## config.mk

```make
export PLATFORM = sky130hd
export DESIGN_NAME = loop_flag_condition_engine_core
export DESIGN_NICKNAME = d
export VERILOG_FILES = /design/src/design/lfce_pkg.sv /design/src/design/lfce_flag_file.sv /design/src/design/loop_flag_condition_engine_core.sv
export SDC_FILE = /design/constraint.sdc
export NUM_CORES = 1
export LEC_CHECK = 0
export BUFFER_PORTS_ARGS = -buffer_cell sky130_fd_sc_hd__buf_2
export CORE_MARGIN = 3
export CORE_UTILIZATION = 60
export DETAILED_ROUTE_END_ITERATION = 10
export PLACE_DENSITY_LB_ADDON = 0.3
export SYNTH_ARGS = -nofsm -noshare
export SYNTH_HDL_FRONTEND = slang
export SYNTH_SLANG_ARGS = --single-unit
```

## constraint.sdc

```tcl
create_clock -name clk -period 7 [get_ports clk]
set_input_delay 0.35 -clock clk [delete_from_list [all_inputs] [get_ports clk]]
set_output_delay 0.35 -clock clk [all_outputs]
set_load 0.02 [all_outputs]
```

## src/design/lfce_pkg.sv

```systemverilog
// ----------------------------------------------------------------------------
// Loop flag condition engine package
// Shared payload types, operation and comparator codes, default sizes.
// ----------------------------------------------------------------------------
`default_nettype none

package lfce_pkg;

    localparam int FLAG_W        = 14;
    localparam int NUM_FLAGS_DEF = 16;
    localparam int MAX_FLAG_DEF  = 9999;

    localparam logic ACT_FORMULA = 1'b0;
    localparam logic ACT_TEST    = 1'b1;

    typedef enum logic [2:0] {
        OP_SET = 3'd0,
        OP_ADD = 3'd1,
        OP_SUB = 3'd2,
        OP_INC = 3'd3,
        OP_DEC = 3'd4
    } op_t;

    typedef enum logic [2:0] {
        CMP_ALWAYS = 3'd0,
        CMP_EQ     = 3'd1,
        CMP_NE     = 3'd2,
        CMP_GT     = 3'd3,
        CMP_GE     = 3'd4,
        CMP_LT     = 3'd5,
        CMP_LE     = 3'd6
    } cmp_t;

    typedef struct packed {
        logic              action;
        logic [3:0]        flag_index;
        logic [2:0]        operation;
        logic              indirect;
        logic [FLAG_W-1:0] operand;
        logic [2:0]        comparator;
        logic [FLAG_W-1:0] ref_value;
    } item_t;

    typedef struct packed {
        logic              link_taken;
        logic [FLAG_W-1:0] flag_value;
    } result_t;

endpackage

`default_nettype wire

```

## src/design/lfce_flag_file.sv

```systemverilog
// ----------------------------------------------------------------------------
// Loop flag file
// Flag memory with one write port and two registered read ports. Per-entry
// valid bits make never-written flags read as zero; a read that hits the
// write of the same cycle returns the new value.
// ----------------------------------------------------------------------------
`default_nettype none

module lfce_flag_file
    import lfce_pkg::*;
#(
    parameter  int NUM_FLAGS = NUM_FLAGS_DEF,
    localparam int IDX_W     = $clog2(NUM_FLAGS)
)
(
    input  wire logic              clk,
    input  wire logic              rst_n,
    input  wire logic              rd_en,
    input  wire logic [IDX_W-1:0]  rd_addr_a,
    input  wire logic [IDX_W-1:0]  rd_addr_b,
    input  wire logic              wr_en,
    input  wire logic [IDX_W-1:0]  wr_addr,
    input  wire logic [FLAG_W-1:0] wr_data,
    output logic      [FLAG_W-1:0] rd_data_a,
    output logic      [FLAG_W-1:0] rd_data_b
);

    logic [FLAG_W-1:0]    flag_mem [NUM_FLAGS];
    logic [NUM_FLAGS-1:0] vld_reg;
    logic [FLAG_W-1:0]    rd_a_reg;
    logic [FLAG_W-1:0]    rd_b_reg;

    always_ff @(posedge clk)
    begin
        if (wr_en)
        begin
            flag_mem[wr_addr] <= wr_data;
        end
    end

    always_ff @(posedge clk or negedge rst_n)
    begin
        if (!rst_n)
        begin
            vld_reg <= '0;
        end
        else if (wr_en)
        begin
            vld_reg[wr_addr] <= 1'b1;
        end
    end

    // write-first: bypass the same-cycle update
    always_ff @(posedge clk)
    begin
        if (rd_en)
        begin
            if (wr_en && (wr_addr == rd_addr_a))
                rd_a_reg <= wr_data;
            else if (vld_reg[rd_addr_a])
                rd_a_reg <= flag_mem[rd_addr_a];
            else
                rd_a_reg <= '0;

            if (wr_en && (wr_addr == rd_addr_b))
                rd_b_reg <= wr_data;
            else if (vld_reg[rd_addr_b])
                rd_b_reg <= flag_mem[rd_addr_b];
            else
                rd_b_reg <= '0;
        end
    end

    assign rd_data_a = rd_a_reg;
    assign rd_data_b = rd_b_reg;

endmodule

`default_nettype wire

```

## src/design/loop_flag_condition_engine_core.sv

```systemverilog
// ----------------------------------------------------------------------------
// Loop flag condition engine
// Applies label formulas to a file of loop flags and tests link conditions
// against them, one result per item.
// ----------------------------------------------------------------------------
//   channel  | dir | handshake                   | payload
//   ---------+-----+-----------------------------+----------------
//   item     | in  | item_valid / item_ready     | item_t
//   result   | out | result_valid / result_ready | result_t
//
// One item per cycle sustained while results are taken. The flag reads
// register together with the item, and the update and compare then load the
// result register once the result register is free or being taken.
// Reset clears all flags to zero at once through per-flag valid bits.
// A stalled result holds the compute stage; item_ready drops only while both
// the compute stage and the result register are full.
// ----------------------------------------------------------------------------
`default_nettype none

module loop_flag_condition_engine_core
    import lfce_pkg::*;
#(
    parameter int NUM_FLAGS = NUM_FLAGS_DEF,
    parameter int MAX_FLAG  = MAX_FLAG_DEF
)
(
    input  wire logic    clk,
    input  wire logic    rst_n,
    input  wire logic    item_valid,
    output logic         item_ready,
    input  wire item_t   item,
    output logic         result_valid,
    input  wire logic    result_ready,
    output result_t      result
);

    localparam int                IDX_W = $clog2(NUM_FLAGS);
    localparam logic [FLAG_W-1:0] MAX_V = FLAG_W'(MAX_FLAG);

    function automatic logic [IDX_W-1:0] clip_index(input logic [FLAG_W-1:0] v);
        if (32'(v) > 32'(NUM_FLAGS - 1))
            return IDX_W'(NUM_FLAGS - 1);
        else
            return IDX_W'(v);
    endfunction

    function automatic logic [FLAG_W-1:0] clip_value(input logic [FLAG_W-1:0] v);
        if (32'(v) > 32'(MAX_FLAG))
            return MAX_V;
        else
            return v;
    endfunction

    logic              s1_valid_reg;
    logic              s1_valid_next;
    item_t             s1_item_reg;
    logic              result_valid_reg;
    logic              result_valid_next;
    result_t           result_reg;
    result_t           result_next;

    logic              item_xfer;
    logic              s1_adv;
    logic [FLAG_W-1:0] cur;
    logic [FLAG_W-1:0] ind;
    logic [FLAG_W-1:0] arg;
    logic [FLAG_W-1:0] refv;
    logic [FLAG_W:0]   sum;
    logic [FLAG_W-1:0] new_val;
    logic              known;
    logic              taken;
    logic              is_formula;
    logic              wr_en;

    assign item_xfer  = item_valid && item_ready;
    assign s1_adv     = s1_valid_reg && (!result_valid_reg || result_ready);
    assign item_ready = !s1_valid_reg || s1_adv;

    lfce_flag_file #(
        .NUM_FLAGS (NUM_FLAGS)
    ) u_flags (
        .clk       (clk),
        .rst_n     (rst_n),
        .rd_en     (item_xfer),
        .rd_addr_a (clip_index(FLAG_W'(item.flag_index))),
        .rd_addr_b (clip_index(item.operand)),
        .wr_en     (wr_en),
        .wr_addr   (clip_index(FLAG_W'(s1_item_reg.flag_index))),
        .wr_data   (new_val),
        .rd_data_a (cur),
        .rd_data_b (ind)
    );

    always_comb
    begin
        arg        = s1_item_reg.indirect ? ind : clip_value(s1_item_reg.operand);
        refv       = clip_value(s1_item_reg.ref_value);
        sum        = {1'b0, cur} + {1'b0, arg};
        new_val    = cur;
        known      = 1'b1;
        taken      = 1'b0;
        is_formula = (s1_item_reg.action == ACT_FORMULA);

        case (s1_item_reg.operation)
            OP_SET: new_val = arg;
            OP_ADD: new_val = (32'(sum) > 32'(MAX_FLAG)) ? MAX_V : sum[FLAG_W-1:0];
            OP_SUB: new_val = (cur >= arg) ? cur - arg : '0;
            OP_INC: new_val = (32'(cur) >= 32'(MAX_FLAG)) ? MAX_V : cur + FLAG_W'(1);
            OP_DEC: new_val = (cur != '0) ? cur - FLAG_W'(1) : '0;
            default: known = 1'b0;
        endcase

        case (s1_item_reg.comparator)
            CMP_ALWAYS: taken = 1'b1;
            CMP_EQ:     taken = (cur == refv);
            CMP_NE:     taken = (cur != refv);
            CMP_GT:     taken = (cur >  refv);
            CMP_GE:     taken = (cur >= refv);
            CMP_LT:     taken = (cur <  refv);
            CMP_LE:     taken = (cur <= refv);
            default:    taken = 1'b0;
        endcase

        wr_en = s1_adv && is_formula && known;

        result_next.link_taken = is_formula ? 1'b0 : taken;
        result_next.flag_value = is_formula ? new_val : cur;

        s1_valid_next = item_xfer ? 1'b1 : (s1_adv ? 1'b0 : s1_valid_reg);
        result_valid_next = s1_adv ? 1'b1 : (result_ready ? 1'b0 : result_valid_reg);
    end

    always_ff @(posedge clk or negedge rst_n)
    begin
        if (!rst_n)
        begin
            s1_valid_reg     <= 1'b0;
            result_valid_reg <= 1'b0;
        end
        else
        begin
            s1_valid_reg     <= s1_valid_next;
            result_valid_reg <= result_valid_next;
        end
    end

    always_ff @(posedge clk)
    begin
        if (item_xfer)
        begin
            s1_item_reg <= item;
        end
        if (s1_adv)
        begin
            result_reg <= result_next;
        end
    end

    assign result_valid = result_valid_reg;
    assign result       = result_reg;

endmodule

`default_nettype wire

```

# Yosys cells after proc, flatten, opt, wreduce, memory -nomap -nowiden

Memory sizes are Yosys's and may differ from the RTL's.
Cells that the tools add are included.

Register bits after elaboration: 101
Bits in writable memories: 224
Output and inout bits: 17
Logic and storage cells: 94
Memories kept: 1

Add/subtract/negate cells: 4
Order comparisons: 14
Eq/ne operators: 14
Mux-type cells: 28
Bitwise operators: 2
Reductions and logical operators: 17

Memories:

| name             | depth | bits a word | rd ports | clocked after Yosys merged registers in | write ports | RTL line             | RTL |
|---|---|---|---|---|---|---|---|
| u_flags.flag_mem | 16    | 14          | 2        | 0                                       | 1           | lfce_flag_file.sv:28 | `logic [FLAG_W-1:0] flag_mem [NUM_FLAGS];` |

Operators with widths:

| cell                                                                         | number |
|---|---|
| 14-bit 2-to-1 mux                                                            | 12 |
| 14-bit case mux with 5 select lines                                          | 1 |
| 14-bit greater-or-equal comparator                                           | 2 |
| 14-bit > comparator, second input constant                                   | 2 |
| 16-bit bitwise OR                                                            | 1 |
| 14-bit by 14-bit adder with 15-bit output                                    | 1 |
| 15-bit by 14-bit > comparator with 1-bit output, second input constant       | 1 |
| 4-bit by 5-bit less-than comparator with 1-bit output, second input constant | 3 |
| 14-bit by 1-bit adder with 14-bit output, second input constant              | 1 |
| 14-bit == test                                                               | 1 |
| 14-bit greater-or-equal comparator, second input constant                    | 1 |
| 14-bit > comparator                                                          | 1 |
| 14-bit by 4-bit > comparator with 1-bit output, second input constant        | 1 |
| 14-bit less-or-equal comparator                                              | 1 |
| 14-bit less-than comparator                                                  | 1 |
| 14-bit != test                                                               | 1 |
| 14-bit nonzero test                                                          | 1 |
| 14-bit by 1-bit subtractor with 14-bit output, second input constant         | 1 |
| 14-bit subtractor                                                            | 1 |
| 3-bit by 2-bit == test with 1-bit output, second input constant              | 4 |
| 3-bit == test, second input constant                                         | 4 |
| 1-bit 2-to-1 mux                                                             | 10 |
| 1-bit binary-select mux with 4-bit select                                    | 2 |
| 4-bit == test                                                                | 2 |
| 12 further kinds                                                             | 23 |

# Longest topological paths before layout

Gate-level depths: netlist of run 1.

Word-level depth: 8
Mapped depth: 16
Depth with buffers taken out: 14

# By module

Synthesis of run 1 repeated with hierarchy kept, for this count alone.

Cells, all modules: 1226
Area, all modules: 17694.5 um2

Modules (own cells, without submodules):

| module                          | instances | cells an instance | area an instance (um2) |
|---|---|---|---|
| lfce_flag_file                  | 1         | 646               | 12364.4 |
| loop_flag_condition_engine_core | 1         | 580               | 5330.1 |

# Least setup slack after synthesis of run 1

No wires, ideal clock.

Path type: register to register
Start: register s1_item_reg[24] (netlist bit)
End: memory u_flags.flag_mem[0][8], data pin
Setup time: 327 ps
Arrival time: 4414 ps
Data required time: 6673 ps
Path slack: 2259 ps
Cell stages (with the launch flop): 14
Path buffers: 0
Period minus slack after synthesis: 4741 ps
Cell sequence: edfxtp_1 > nor4_1 > o211ai_1 > o22a_1 > ha_1 > fa_1 > a21o_1 > and4_4 > o21a_1 > a2111oi_2 > nand3_1 > o41ai_1 > a2111oi_2 > nor3_1

Cells in the longest elaborated chain, start to end: 7
Elaborated cells between the ends (all ways): 10
Those cells by class: add/sub: 2; order compare: 3; mux: 5

Ends and longest elaborated chain:

| element                                         | RTL line                               | RTL |
|---|---|---|
| from (decl)                                     | loop_flag_condition_engine_core.sv:56  | `item_t s1_item_reg;` |
| from (signal assigned)                          | loop_flag_condition_engine_core.sv:151 | `s1_item_reg <= item;` |
| 14-bit > comparator                             | loop_flag_condition_engine_core.sv:48  | `if (32'(v) > 32'(MAX_FLAG))` |
| 14-bit 2-to-1 mux (*)                           | loop_flag_condition_engine_core.sv:48  |  |
| 14-bit 2-to-1 mux (*)                           | loop_flag_condition_engine_core.sv:96  | `arg = s1_item_reg.indirect ? ind : clip_value(s1_item_reg.operand);` |
| 14-bit by 14-bit adder with 15-bit output       | loop_flag_condition_engine_core.sv:98  | `sum = {1'b0, cur} + {1'b0, arg};` |
| 15-bit by 14-bit > comparator with 1-bit output | loop_flag_condition_engine_core.sv:106 | `OP_ADD: new_val = (32'(sum) > 32'(MAX_FLAG)) ? MAX_V : sum[FLAG_W-1:0];` |
| 14-bit 2-to-1 mux                               | loop_flag_condition_engine_core.sv:106 |  |
| 14-bit case mux with 5 select lines (*)         | loop_flag_condition_engine_core.sv:104 | `case (s1_item_reg.operation)` |
| via new_val[8]                                  | loop_flag_condition_engine_core.sv:69  | `logic [FLAG_W-1:0] new_val;` |
| to (decl)                                       | lfce_flag_file.sv:28                   |  |

Mark *: on every way through the listed nets, which the timed path passes. The rest lies on a longest branch.

# Worst setup path in the final report of run 1

Start: register s1_item_reg[23] (netlist bit)
End: memory u_flags.flag_mem[7][2], data pin

Same word-level chain as after synthesis.

==> results.txt, run 1 <==
outcome -> complete, no violations
clock skew -> 0.01109 ns
GP Congestion -> 1.016
Clk pin slew, worst setup/hold paths -> 0.06 ns
First-pass DRT Iterations -> 8
first-pass GRT wire length -> 85.44 mm
# setup viols final -> 0
Seq. cell area -> 0.009669 sq mm
period utilisation layout -> 81.92%
largest family of logic cells by synthesized area -> compound AO/OA/AOI/OAI gates
most common cell after layout, fill and taps aside -> edfxtp_1
max-cap viol count -> 0
synthesis-stage register bit count -> 325
critical path startpoint category -> flip-flop
pwr dens -> 250.9 mW/mm^2
post-CTS resize count -> 0
Setup WS post-layout -> 1.266 ns
RSZ-0062 raised after global routing -> no
sequential group share of total power -> 46.1%
Compound-Gate Fraction of Synth Area -> 14.63%
Crit path required time -> 7.19 ns
P_sw -> 1.433 mW
CP Capture Type -> flip-flop
mux contribution to synthesized area -> 14.21%
Avg Synthesized Cell Area -> 12.60 sq um
Largest register FFs -> 224
worst vdd ir -> 0.0002625 V
Net Sw Frac -> 28.02%
Slew Limit Headroom -> 9.792%
GRT overflow -> 0
Post-synth top flop -> edfxtp_1
post-synth cell types -> 77
worst-skew pair later-pin latency -> 0.53 ns
XOR/XNOR Fraction of Synth Area -> 1.490%
Register-to-Register Setup Slack -> 1.27 ns
Ys Warns -> 0
Die Wd -> 180.3 microns
layout cells sized above 1 -> 18.77%
vias in the first global route -> 13940
Clock power frac -> 36.1%
die area -> 0.03249 sq mm
Clock Tree Buf Depth -> 3
Max Fclk -> 174.4 MHz
simple-gate share of the synthesized area -> 9.964%
static leakage -> 7.339 nW
critical path arrival -> 5.92 ns
area growth from synthesis to layout -> 11.87%
via count -> 14040
Post-synth ARST share -> 5.538%
post-synthesis sequential area ratio -> 53.07%
CTS Buf Count -> 35
drt total wl -> 57.01 mm
Worst-Margin Slew -> 1.348 ns
first-iteration detailed-routing DRC count -> 2204
most frequent cells in the layout -> edfxtp_1, nor2_1, o21ai_0
IO buf count -> 60
internal power -> 3.681 mW
crit-path max FO -> 16
pin count of the biggest net entering global routing -> 69
Final #Nets -> 1615
CTS root buf -> clkbuf_16
Syn Std Cell Area -> 0.01822 sq mm
DRC -> 0
diode count -> 0
cells after synthesis -> 1446
DP HPWL -> 38.83 mm
WL per Instance -> 29.46 microns
kind of critical path -> reg -> reg
multi-input logic area -> 0.008049 sq mm
pre-CTS WS -> 1.371 ns
Hold Violations, Final -> 0
number of flops mapped to enable cells by yosys -> 307
Max H-tree Level -> 2
GR Util All Layers -> 34.50%
TritonCTS clock tree -> done
Top Ports -> 61
final critical-path required period -> 5.734 ns
post-DR vias/cell -> 7.255
CTS sink cnt -> 325
fill cell count -> 2091
syn nets -> 1543
Starting Density -> 61.15%
Final Util -> 68.41%
initial antenna violation count -> 0
Synth Area in Adders -> 3.722%
Placeable Area -> 0.02980 sq mm
Max Slew Vio Count -> 0
Hold WC Path Type -> in -> reg
Gate power share -> 17.8%
TNS Setup -> 0 ns
row count -> 63
Die H -> 180.3 microns
Detail Route Antenna Nets -> 0
[final cells by class]
class	instances	share of cell area [%]
timing repair buffer	128	4.248
inverter	46	0.8471
tap	390	2.394
sequential	325	47.44
clock inverter	26	1.234
multi-input combinational	982	39.49
clock buffer	38	4.352
[layer usage]
metal | part of all wire, % | vias up | wire, microns | track usage [%]
li1 | - | 5939 | - | -
met1 | 36 | 6813 | 20270 | 43.93
met2 | 48 | 1062 | 27140 | 56.82
met3 | 11 | 225 | 6213 | 6.984
met4 | 6.0 | 0 | 3394 | 17.26
met5 | 0 | - | 0 | 0
[critical path: stages (launching register included)]
cell and delay (ns):
edfxtp_1 0.40, nor4_1 0.40, o211ai_1 0.25, o22a_1 0.32, ha_1 0.26, fa_1 0.44
a21o_1 0.26, and4_4 0.23, o21a_1 0.19, a2111oi_2 0.50, nand3_1 0.29, o311ai_1 0.68
a21oi_1 0.34, nor2_1 0.83
[path summary, 6_finish.rpt]
kind,start,end,depth (start not counted)
setup / recovery,s1_item_reg[23],u_flags.flag_mem[7][2],13
hold / removal,item[4],s1_item_reg[4],1
setup reg to reg,s1_item_reg[23],u_flags.flag_mem[7][2],13
hold reg to reg,s1_valid_reg,result_valid,1
max in group asynchronous,rst_n,u_flags.vld_reg[12],2
min in group asynchronous,rst_n,result_valid,2
[cell families after synthesis]
kind of cell / after synthesis
buffers and inverters: 139
DFF: 325
AOI/OAI and AO/OA: 378
xor gates and xnor gates: 31
adders and majority gates: 53
muxes: 164
and+or+nand+nor: 356
[synthesized netlist by cell type (all sizes together), types with 27 or more instances]
master / n / area [sq um]
o31ai: 31 / 232.7
nand3: 27 / 135.1
nand2: 47 / 176.4
ha: 51 / 638.1
a221oi: 31 / 271.5
nor2: 113 / 424.2
a21oi: 61 / 305.3
o21ai: 79 / 395.4
mux4: 74 / 1667
inv: 45 / 168.9
edfxtp: 307 / 9219
mux2i: 73 / 730.7
clkbuf: 73 / 274.0
nor3: 31 / 155.2
[power by group through the flow]
stage                     Clock [mW]  Sequential (mW)  Combinational, mW
final                           1.85             2.36              0.912
after global routing            1.95             2.36              0.978
after CTS                       1.86             2.35              0.888
after detailed placement           0             2.39              0.873
after global placement             0             2.39              0.865
after floorplan                    0             2.36              0.595
[through the flow]
step | instance area [sq um] | hold slack (ns) | power, mW | instances
3_5_place_dp | 19040 | 0.3231 | 3.264 | 1851
3_3_place_gp | 19040 | 0.2965 | 3.254 | 1851
4_1_cts | 20370 | 0.00001760 | 5.099 | 1934
6_report | 20380 | 0.007802 | 5.115 | 1935
2_1_floorplan | 18220 | 0.05441 | 2.957 | 1446
5_1_grt | 20380 | 0.0002809 | 5.285 | 1935
[what timing repair did]
item | in CTS | in global routing
hold buffers | 19 | 1
endpoints found under the hold margin | 36 | 1
buffers inserted | 0 | 0
(Power assumes the default switching activity.)
==> run 2: changes to the inputs <==
--- a/config.mk
+++ b/config.mk
@@ -5,9 +5,10 @@
 export SDC_FILE = /design/constraint.sdc
 export NUM_CORES = 1
 export LEC_CHECK = 0
+export ABC_AREA = 1
 export BUFFER_PORTS_ARGS = -buffer_cell sky130_fd_sc_hd__buf_2
 export CORE_MARGIN = 3
-export CORE_UTILIZATION = 60
+export CORE_UTILIZATION = 57
 export DETAILED_ROUTE_END_ITERATION = 10
 export PLACE_DENSITY_LB_ADDON = 0.3
 export SYNTH_ARGS = -nofsm -noshare
==> constraint.sdc (replaced) <==
create_clock -name clk -period 4.8 [get_ports clk]
set_input_delay 0.24 -clock clk [delete_from_list [all_inputs] [get_ports clk]]
set_output_delay 0.24 -clock clk [all_outputs]
set_load 0.02 [all_outputs]
==> results.txt, run 2 <==
CP Capture Type -> flip-flop
Clock Tree Buf Depth -> 3 (unchanged)
post-synth cell types -> 53 (-31%)
CTS root buf -> clkbuf_16
most frequent cells in the layout -> nand2_1, edfxtp_1, inv_1
Clk pin slew, worst setup/hold paths -> 0.06 ns (about the same)
worst vdd ir -> 0.0003802 V (+45%)
Worst-Margin Slew -> 1.051 ns (-0.2967 ns)
max-cap viol count -> 0 (unchanged)
Avg Synthesized Cell Area -> 8.801 sq um (-30%)
TNS Setup -> 0 ns (unchanged)
cells on worst reg2reg path -> 23 (+10)
pwr dens -> 356.9 mW/mm^2 (+42%)
CTS Buf Count -> 36 (+2.9%)
Crit path required time -> 5.06 ns (-2.13 ns)
post-DR vias/cell -> 6.135 (-15%)
largest area contributor in the netlist -> edfxtp_1
final critical-path required period -> 4.497 ns (-1.237 ns)
layout cells sized above 1 -> 11.46% (-7.3 points)
synth top area cells -> edfxtp_1, nand2_1, nand3_1
period utilisation layout -> 93.69% (+12 points)
Final #Nets -> 2348 (+45%)
Starting Density -> 58.01% (-3.1 points)
CTS sink cnt -> 325 (unchanged)
critical path arrival -> 4.76 ns (-1.16 ns)
cells after synthesis -> 2150 (+49%)
Placed Instances -> 2617 (+41%)
IO buf count -> 60 (unchanged)
Post-synth top flop -> edfxtp_1
Placeable Area -> 0.03262 sq mm (+9.5%)
First-pass DRT Iterations -> 6 (-2)
Ys Warns -> 0 (unchanged)
Hold Violations, Final -> 0 (unchanged)
Largest register FFs -> 224 (unchanged)
most instantiated cells after synthesis -> nand2_1, edfxtp_1, inv_1, nand3_1, o21ai_0
Syn Std Cell Area -> 0.01892 sq mm (+3.9%)
most frequent CP cell -> nand2_1
Reg-to-Reg Start -> s1_item_reg[24]
# setup viols final -> 0 (unchanged)
CP Cell Sequence -> nor2_1 > nand2_1 > nand4_1 > nand2_1 > nand2_1 > nand2_1 > o21ai_0 > inv_1 > fa_1 > nand2_1 > nand2_2 > nand3_1 > nand2_1 > nand2_1 > nand2_1 > nor2_1 > nor3b_1 > nand3_1 > nand2_2 > buf_4 > nand2_1 > nand3_1 > and2_1
Max Fclk -> 222.4 MHz (+28%)
GR Util All Layers -> 34.39% (-0.11 points)
static leakage -> 8.770 nW (+20%)
fill cell count -> 2590 (+24%)
post-synth top area share -> 48.72% (-1.9 points)
top-count cell post-synth -> nand2_1
first-pass GRT wire length -> 93.16 mm (+9.0%)
kind of critical path -> reg -> reg
critical path startpoint category -> flip-flop
via count -> 16690 (+19%)
first-iteration detailed-routing DRC count -> 1788 (-19%)
die area -> 0.03542 sq mm (+9.0%)
Setup WS post-layout -> 0.3028 ns (-0.9628 ns)
syn nets -> 2247 (+46%)
post-synthesis sequential area ratio -> 51.10% (-2.0 points)
Hold WC Path Type -> in -> reg
GP Congestion -> 1.028 (+1.1%)
Register-to-Register Setup Slack -> 0.30 ns (-0.96 ns)
most common cell after layout, fill and taps aside -> nand2_1
diode count -> 0 (unchanged)
synthesis-stage register bit count -> 325 (unchanged)
Detail Route Antenna Nets -> 0 (unchanged)
drt total wl -> 61.56 mm (+8.0%)
Worst Setup SP -> s1_item_reg[24]
outcome -> complete, no violations
row count -> 66 (+4.8%)
Seq. cell area -> 0.009669 sq mm (unchanged)
crit-path max FO -> 16 (unchanged)
worst-skew pair later-pin latency -> 0.54 ns (about the same)
critical path capture point -> u_flags.flag_mem[6][6]
Max Slew Vio Count -> 0 (unchanged)
Die H -> 188.2 microns (+4.4%)
DP HPWL -> 40.70 mm (+4.8%)
pin count of the biggest net entering global routing -> 148 (+110%)
Fin Hold WS -> 0.04085 ns (+0.03305 ns)
Max H-tree Level -> 2 (unchanged)
vias in the first global route -> 16250 (+17%)
initial antenna violation count -> 0 (unchanged)
WL per Instance -> 22.63 microns (-23%)
multi-input logic area -> 0.007901 sq mm (-1.8%)
Post-synth ARST share -> 5.538% (unchanged)
number of flops mapped to enable cells by yosys -> 307 (unchanged)
GRT overflow -> 0 (unchanged)
Worst R2R End -> u_flags.flag_mem[6][6]
worst hold stages -> 1 (unchanged)
TritonCTS clock tree -> done
largest stage delay on the critical path -> 0.54 ns (-0.29 ns)
slowest stage cell, crit path -> and2_1
Slew Limit Headroom -> 29.90% (+20 points)
RSZ-0062 raised after global routing -> no
Die Wd -> 188.2 microns (+4.4%)
Top Ports -> 61 (unchanged)
clock skew -> 0.02838 ns (+0.01729 ns)
area growth from synthesis to layout -> 13.95%
pre-CTS WS -> 0.2080 ns (-1.163 ns)
non-filler cells, final -> 2720 (+41%)
DRC -> 0 (unchanged)
==> run 2: cell count changes after synthesis, sizes merged, moves of 31 or more <==
cell,before,now
nand2,47,496
inv,45,229
nand3,27,187
o21ai,79,183
a21oi,61,155
o211ai,18,106
mux4,74,0
mux2i,73,13
buf,20,59
a221oi,31,0
o31ai,31,0
==> run 2: per-layer routing <==
layer | vias up | GRT usage [%] | routed length, microns
met5 | - | 0 | 0
met4 | 0 | 21.10 | 4266
met3 | 261 | 5.693 | 5825
met2 | 973 | 56.44 | 28830
met1 | 7789 | 42.85 | 22640
li1 | 7663 | - | -
==> run 2: how the worst min path moves through the flow <==
| stage | slack, ns | from | to |
|---|---|---|---|
| after global placement | 0.20 | rst_n | u_flags.vld_reg[1] |
| after global routing | 0.03 | item[17] | s1_item_reg[17] |
| after CTS | 0.009 | item[17] | s1_item_reg[17] |
| final | 0.04 | item[17] | s1_item_reg[17] |
| after floorplan | -0.06 | rst_n | result_valid |
| after detailed placement | 0.20 | rst_n | u_flags.vld_reg[5] |
==> run 2: cell type report <==
cell class	count	share of cell area (%)
clock inverter	20	1.277
clock buffer	45	4.665
tap	442	2.565
inverter	231	4.033
timing repair buffer	176	5.971
multi-input combinational	1481	36.64
sequential	325	44.84
==> run 2: what timing repair did <==
item	4_1_cts	5_1_grt
setup buffers	0	0
setup endpoints to repair	0	48
gates resized for setup	0	3
hold endpoints to repair	55	0
hold buffers	38	0
==> run 2: logic make-up after synthesis <==
group                      after synthesis  share of synthesized area [%]
AOI/OAI and AO/OA                      505                          15.67
and+or+nand+nor                        875                          19.93
buffers and inverters                  344                          7.366
adders and majority gates               53                          3.584
muxes                                   16                         0.8662
DFF                                    325                          51.10
xor gates and xnor gates                32                          1.481
==> run 2: stage by stage <==
step / total power, mW / cell area [sq um] / utilization (%)
CTS: 7.690 / 21550 / 66.08
global placement: 4.775 / 19890 / 60.98
global route: 7.952 / 21560 / 66.10
floorplan: 4.267 / 18920 / -
detailed placement: 4.775 / 19890 / 60.98
finish: 7.696 / 21560 / 66.10
==> run 2: worst max-delay path, delay by kind of cell (launching register included) <==
kind,cells,cell delay (ns)
simple gates,19,2.73
flops,1,0.39
buf+inv,2,0.41
compound gates,1,0.23
fa+ha+maj,1,0.47
==> run 2: where the power goes <==
| part | switching, mW | internal (mW) |
|---|---|---|
| sequential | 0.0731 | 3.30 |
| clock | 1.14 | 1.77 |
| combinational | 0.979 | 0.429 |
| total | 2.19 | 5.50 |
